`src/rtl/rau_pkg.sv`:
```
// Package for the rational arithmetic unit.
// Holds operation codes, the controller-to-datapath command type and the datapath-to-controller status type.
// No dependencies.
package rau_pkg;

  typedef enum logic [1:0] {
    OP_ADD = 2'd0,
    OP_SUB = 2'd1,
    OP_MUL = 2'd2,
    OP_DIV = 2'd3
  } op_t;

  typedef enum logic [3:0] {
    CMD_NONE,
    CMD_LOAD,
    CMD_RECIP_DEN,
    CMD_MUL1,
    CMD_MUL2,
    CMD_MUL3,
    CMD_COMBINE,
    CMD_GCD_INIT,
    CMD_GCD_STEP,
    CMD_DIV_INIT,
    CMD_DIV_STEP,
    CMD_FINISH
  } cmd_t;

  typedef struct packed {
    cmd_t cmd;
    logic div_sel;
  } ctrl_t;

  typedef struct packed {
    logic gcd_done;
    logic div_done;
    logic num_zero;
    logic is_div;
    logic recip_pending;
  } stat_t;

endpackage

```
`src/rtl/rau_ctrl.sv`:
```
// Controller of the rational arithmetic unit: sequences load, reciprocal
// reduction, products, GCD and the two divisions. Depends on rau_pkg.
module rau_ctrl (
  input  logic           clk,
  input  logic           rst_n,
  input  logic           start,
  output logic           busy,
  output logic           out_valid,
  output rau_pkg::ctrl_t ctrl,
  input  rau_pkg::stat_t stat
);

  typedef enum logic [3:0] {
    S_IDLE, S_LOAD, S_RGI, S_RGCD, S_RGX, S_RDN, S_RDD, S_RSET,
    S_M1, S_M2, S_M3, S_COMB, S_GI, S_GCD, S_GX, S_DN
  } state_t;

  typedef enum logic [1:0] {P_NONE, P_DNI, P_DDI, P_DD} phase_t;

  state_t state_r;
  phase_t ph_r;
  logic   busy_r, valid_r, recip_r;
  logic   fin_r;

  always_ff @(posedge clk) begin
    if (!rst_n) begin
      state_r <= S_IDLE;
      ph_r    <= P_NONE;
      busy_r  <= 1'b0;
      valid_r <= 1'b0;
      recip_r <= 1'b0;
      fin_r   <= 1'b0;
    end else begin
      valid_r <= fin_r;
      fin_r   <= 1'b0;
      case (state_r)
        S_IDLE: begin
          if (start && !busy_r) begin
            busy_r  <= 1'b1;
            state_r <= S_LOAD;
          end
        end
        S_LOAD: begin
          recip_r <= 1'b0;
          state_r <= stat.recip_pending ? S_RGI : S_RSET;
          if (stat.recip_pending) recip_r <= 1'b1;
        end
        S_RGI:  state_r <= S_RGCD;
        S_RGCD: if (stat.gcd_done) state_r <= S_RGX;
        S_RGX:  begin state_r <= S_DN; ph_r <= P_DNI; end
        S_RSET: state_r <= S_M1;
        S_M1:   state_r <= S_M2;
        S_M2:   state_r <= S_M3;
        S_M3:   state_r <= S_COMB;
        S_COMB: state_r <= S_GI;
        S_GI:   state_r <= stat.num_zero ? S_GX : S_GCD;
        S_GCD:  if (stat.gcd_done) state_r <= S_GX;
        S_GX: begin
          if (stat.num_zero) begin
            fin_r   <= 1'b1;
            state_r <= S_RDN;
          end else begin
            state_r <= S_DN;
            ph_r    <= P_DNI;
          end
        end
        S_DN: begin
          case (ph_r)
            P_DNI: ph_r <= P_NONE;
            P_NONE: if (stat.div_done) ph_r <= P_DDI;
            P_DDI: ph_r <= P_DD;
            P_DD: begin
              if (stat.div_done) begin
                ph_r <= P_NONE;
                if (recip_r) begin
                  recip_r <= 1'b0;
                  state_r <= S_RSET;
                end else begin
                  fin_r   <= 1'b1;
                  state_r <= S_RDN;
                end
              end
            end
            default: ph_r <= P_NONE;
          endcase
        end
        S_RDN: begin
          busy_r  <= 1'b0;
          state_r <= S_IDLE;
        end
        default: state_r <= S_IDLE;
      endcase
    end
  end

  always_comb begin
    ctrl.cmd     = rau_pkg::CMD_NONE;
    ctrl.div_sel = (ph_r == P_DDI) || (ph_r == P_DD);
    case (state_r)
      S_IDLE: if (start && !busy_r) ctrl.cmd = rau_pkg::CMD_LOAD;
      S_RGI:  ctrl.cmd = rau_pkg::CMD_GCD_INIT;
      S_RGCD: ctrl.cmd = rau_pkg::CMD_GCD_STEP;
      S_RGX:  ctrl.cmd = rau_pkg::CMD_NONE;
      S_RSET: ctrl.cmd = recip_r ? rau_pkg::CMD_NONE :
                         (stat.is_div ? rau_pkg::CMD_RECIP_DEN : rau_pkg::CMD_NONE);
      S_M1:   ctrl.cmd = rau_pkg::CMD_MUL1;
      S_M2:   ctrl.cmd = rau_pkg::CMD_MUL2;
      S_M3:   ctrl.cmd = rau_pkg::CMD_MUL3;
      S_COMB: ctrl.cmd = rau_pkg::CMD_COMBINE;
      S_GI:   ctrl.cmd = rau_pkg::CMD_GCD_INIT;
      S_GCD:  ctrl.cmd = rau_pkg::CMD_GCD_STEP;
      S_GX:   ctrl.cmd = stat.num_zero ? rau_pkg::CMD_FINISH : rau_pkg::CMD_NONE;
      S_DN: begin
        case (ph_r)
          P_DNI, P_DDI: ctrl.cmd = rau_pkg::CMD_DIV_INIT;
          P_NONE, P_DD: ctrl.cmd = rau_pkg::CMD_DIV_STEP;
          default: ctrl.cmd = rau_pkg::CMD_NONE;
        endcase
      end
      S_RDN: ctrl.cmd = rau_pkg::CMD_NONE;
      default: ctrl.cmd = rau_pkg::CMD_NONE;
    endcase
    if (fin_r) ctrl.cmd = rau_pkg::CMD_FINISH;
  end

  assign busy      = busy_r;
  assign out_valid = valid_r;

endmodule

```
`config.mk`:
```
export PLATFORM = sky130hd
export DESIGN_NAME = rau_ctrl
export DESIGN_NICKNAME = d
export VERILOG_FILES = /design/src/rtl/rau_pkg.sv /design/src/rtl/rau_ctrl.sv
export SDC_FILE = /design/constraint.sdc
export NUM_CORES = 1
export LEC_CHECK = 0
export BUFFER_PORTS_ARGS = -buffer_cell sky130_fd_sc_hd__buf_2
export CAP_MARGIN = 15
export CORE_UTILIZATION = 58
export DETAILED_ROUTE_END_ITERATION = 10
export PLACE_DENSITY = 0.82
export RECOVER_POWER = 100
export SLEW_MARGIN = 25
export SYNTH_ARGS = -nofsm -noshare
export SYNTH_HDL_FRONTEND = slang
export SYNTH_SLANG_ARGS = --single-unit
```
`constraint.sdc`:
```
create_clock -name clk -period 4.5 [get_ports clk]
set_clock_uncertainty 0.05 [all_clocks]
set_input_delay 0.45 -clock clk [delete_from_list [all_inputs] [get_ports clk]]
set_output_delay 0.45 -clock clk [all_outputs]
set_load 0.01 [all_outputs]
```
==> metrics.txt <==
initial antenna violation count 0; Seq/Total Area, Yosys 0.236; FP Rows 13; Mapped Area 847 um2; R2R Setup Slk roughly 2300 ps; Vias just under 900; number of flops mapped to enable cells by yosys 0; die width ~40 um; period utilisation layout 0.561; simple-gate share of the synthesized area 0.263; CP startpoint kind register; Pleak between 0.3 and 0.4 nW; wire per inst between 10 and 15 um; HP Class input pin to register; Syn Area/Cell ~7.4 um2; VDD IR max about 240 uV; most frequent cell after synthesis nand2_1; clk_lat worst skew about 270 ps; crit-path cells clkinv_1, a21oi_1, o311ai_0, clkbuf_1; Pins Over Slew Limit 0; post-synthesis mux area share 0.0236; largest family of logic cells by synthesized area compound AO/OA/AOI/OAI gates; setup violators final 0; cts bufs inserted 3; CTS sink count 10; power per cell area 564 nW/um2; CTS clk-pin slew, worst paths approximately 70 ps; Clk pwr share 0.128; Syn Nets 126; final hold violation count 0; ANT cells 0; ys async rst share 0; post-DP HPWL about 1.4 mm; Layout area overhead 5.17%; Nets 135; Synth cell types 44; most used flip-flop cell after synthesis dfxtp_1; # IOs 15; WP buf/inv 2; maximum clock rate approximately 400 MHz; Slowest-stage cell, CP dfxtp_1; synth top area cells dfxtp_1 (24%), o21ai_0 (7.1%), nand2_1 (6.6%), ha_1 (4.4%), a22o_1 (4.1%); Hold Buf Count CTS 0; Crit Path Class register to output port; Max-Cap Viols 0; pin count of the biggest net entering global routing 28; die height roughly 40 um; router iterations before antenna repair 4; Post-synth top cells nand2_1 (15), o21ai_0 (12), dfxtp_1 (10), nor2_1 (9), buf_2 (5); initial drt markers 42; sw frac 0.482; XOR/XNOR share of the synthesized area 0.0103; GPL Wtd Cong 0.854; Crit. Startpoint state_r[0]; vias in the first global route 650; Finished Core Util 0.668; RSZ-0062 raised after global routing false; GRT Residual Overflow 0; Seq cells post-synth 10; Power Total about 0.5 mW; crit-path max cell delay 760 ps; Syn. warnings 0; Flop pwr share 0.384; post-synthesis compound-gate area fraction 0.340; setup TNS 0 ps; first-pass GRT wire length roughly 2.8 mm; FF-to-FF Start state_r[0]; Comb pwr share 0.488; Synth top area share 0.236; Max FO, Critical Path 20; clk buf depth 2; status finished clean; clock root cell clkbuf_4; Total GRT Usage 0.260; leading area contributor after synthesis dfxtp_1; Psw about 0.24 mW; family with the most delay on the worst path flip-flops; layout cells sized above 1 0.115; fin crit period about 2500 ps; Via density between 6 and 7; Int Power 0.260 mW; Initial Util 0.635; ANT nets after route 0; Rel. slew slack 0.481; post-route DRC violation count 0; H-Tree Depth 1; Post-CTS Setup Inserts 0; CTS tree yes; Setup crit end kind output port; adder-cell area share of the yosys netlist 0.0443; WL final approximately 2 mm; required time of the critical path approximately 4000 ps; Port Buffers 14; post-CTS sizing 0; Worst Tran Pin Value approximately 780 ps; Critical Path AT 2030 ps; Cells after Synth 115; worst hold start start; core area roughly 1300 um2; die area about 1600 um2
[path summary, 6_finish.rpt]
| path | to | cells after the start |
|---|---|---|
| max | ctrl[2] | 4 |
| min | busy | 3 |
| max reg2reg | ph_r[0] | 4 |
| min reg2reg | ph_r[0] | 2 |
[worst min-delay path: stages]
cell and delay (ps):
buf_2 90, a31oi_1 70, nor2_1 100
[registers in the layout (all words and copies together) (netlist names)]
signal,flops
out_valid,1
state_r,4
recip_r,1
ph_r,2
busy,1
fin_r,1
[area by class of cell]
type / count / area (um2)
Tap cell: 15 / 18.8
Timing Repair Buffer: 14 / 61.3
Inverter: 5 / 18.8
Fill cell: 128 / 443
Clock buffer: 3 / 22.5
Sequential cell: 10 / 200
Multi-Input combinational cell: 90 / 569
[layout by cell type (no fill, tap or decap), types with 2 or more instances in the layout]
cell / n
ha_1: 3
nand2b_1: 2
nor2_1: 9
nand2_1: 15
nand3_1: 2
o211ai_1: 2
dfxtp_1: 10
mux2i_1: 2
a211oi_1: 2
a21oi_1: 3
nor3_1: 3
clkbuf_4: 3
and3_1: 2
a22o_1: 4
nand3b_1: 2
o21ai_0: 12
and2_1: 3
inv_1: 4
nor2b_1: 3
buf_2: 7
clkbuf_1: 7
[layer usage]
metal	global-route usage	routed length, um
met2	0.407	941
met5	0	0
met1	0.349	864
met4	0.100	40
met3	0.0500	96
[metrics by stage]
stage | hold WS [ps] | cells | setup WS [ps] | area (um2)
global placement | 424 | 134 | 2340 | 885
CTS | 443 | 137 | 1980 | 907
detailed placement | 441 | 134 | 2280 | 885
floorplan | 406 | 115 | 2750 | 847
finish | 428 | 137 | 1970 | 891
global route | 458 | 137 | 1820 | 891
[kinds of logic after synthesis]
family                   after synthesis
AO/OA/AOI/OAI                         39
XOR/XNOR                               1
adder cells (fa/ha/maj)                3
buffers and inverters                 15
flip-flops                            10
multiplexers                           2
AND/OR/NAND/NOR                       45
[power groups by stage]
stage / Combinational (mW) / Sequential, mW / Clock [mW]
floorplan: 0.270 / 0.126 / 0
global route: 0.276 / 0.200 / 0.0675
CTS: 0.255 / 0.190 / 0.0638
global placement: 0.248 / 0.190 / 0
finish: 0.245 / 0.193 / 0.0641
detailed placement: 0.254 / 0.192 / 0
Power figures use the tool's default switching activity.
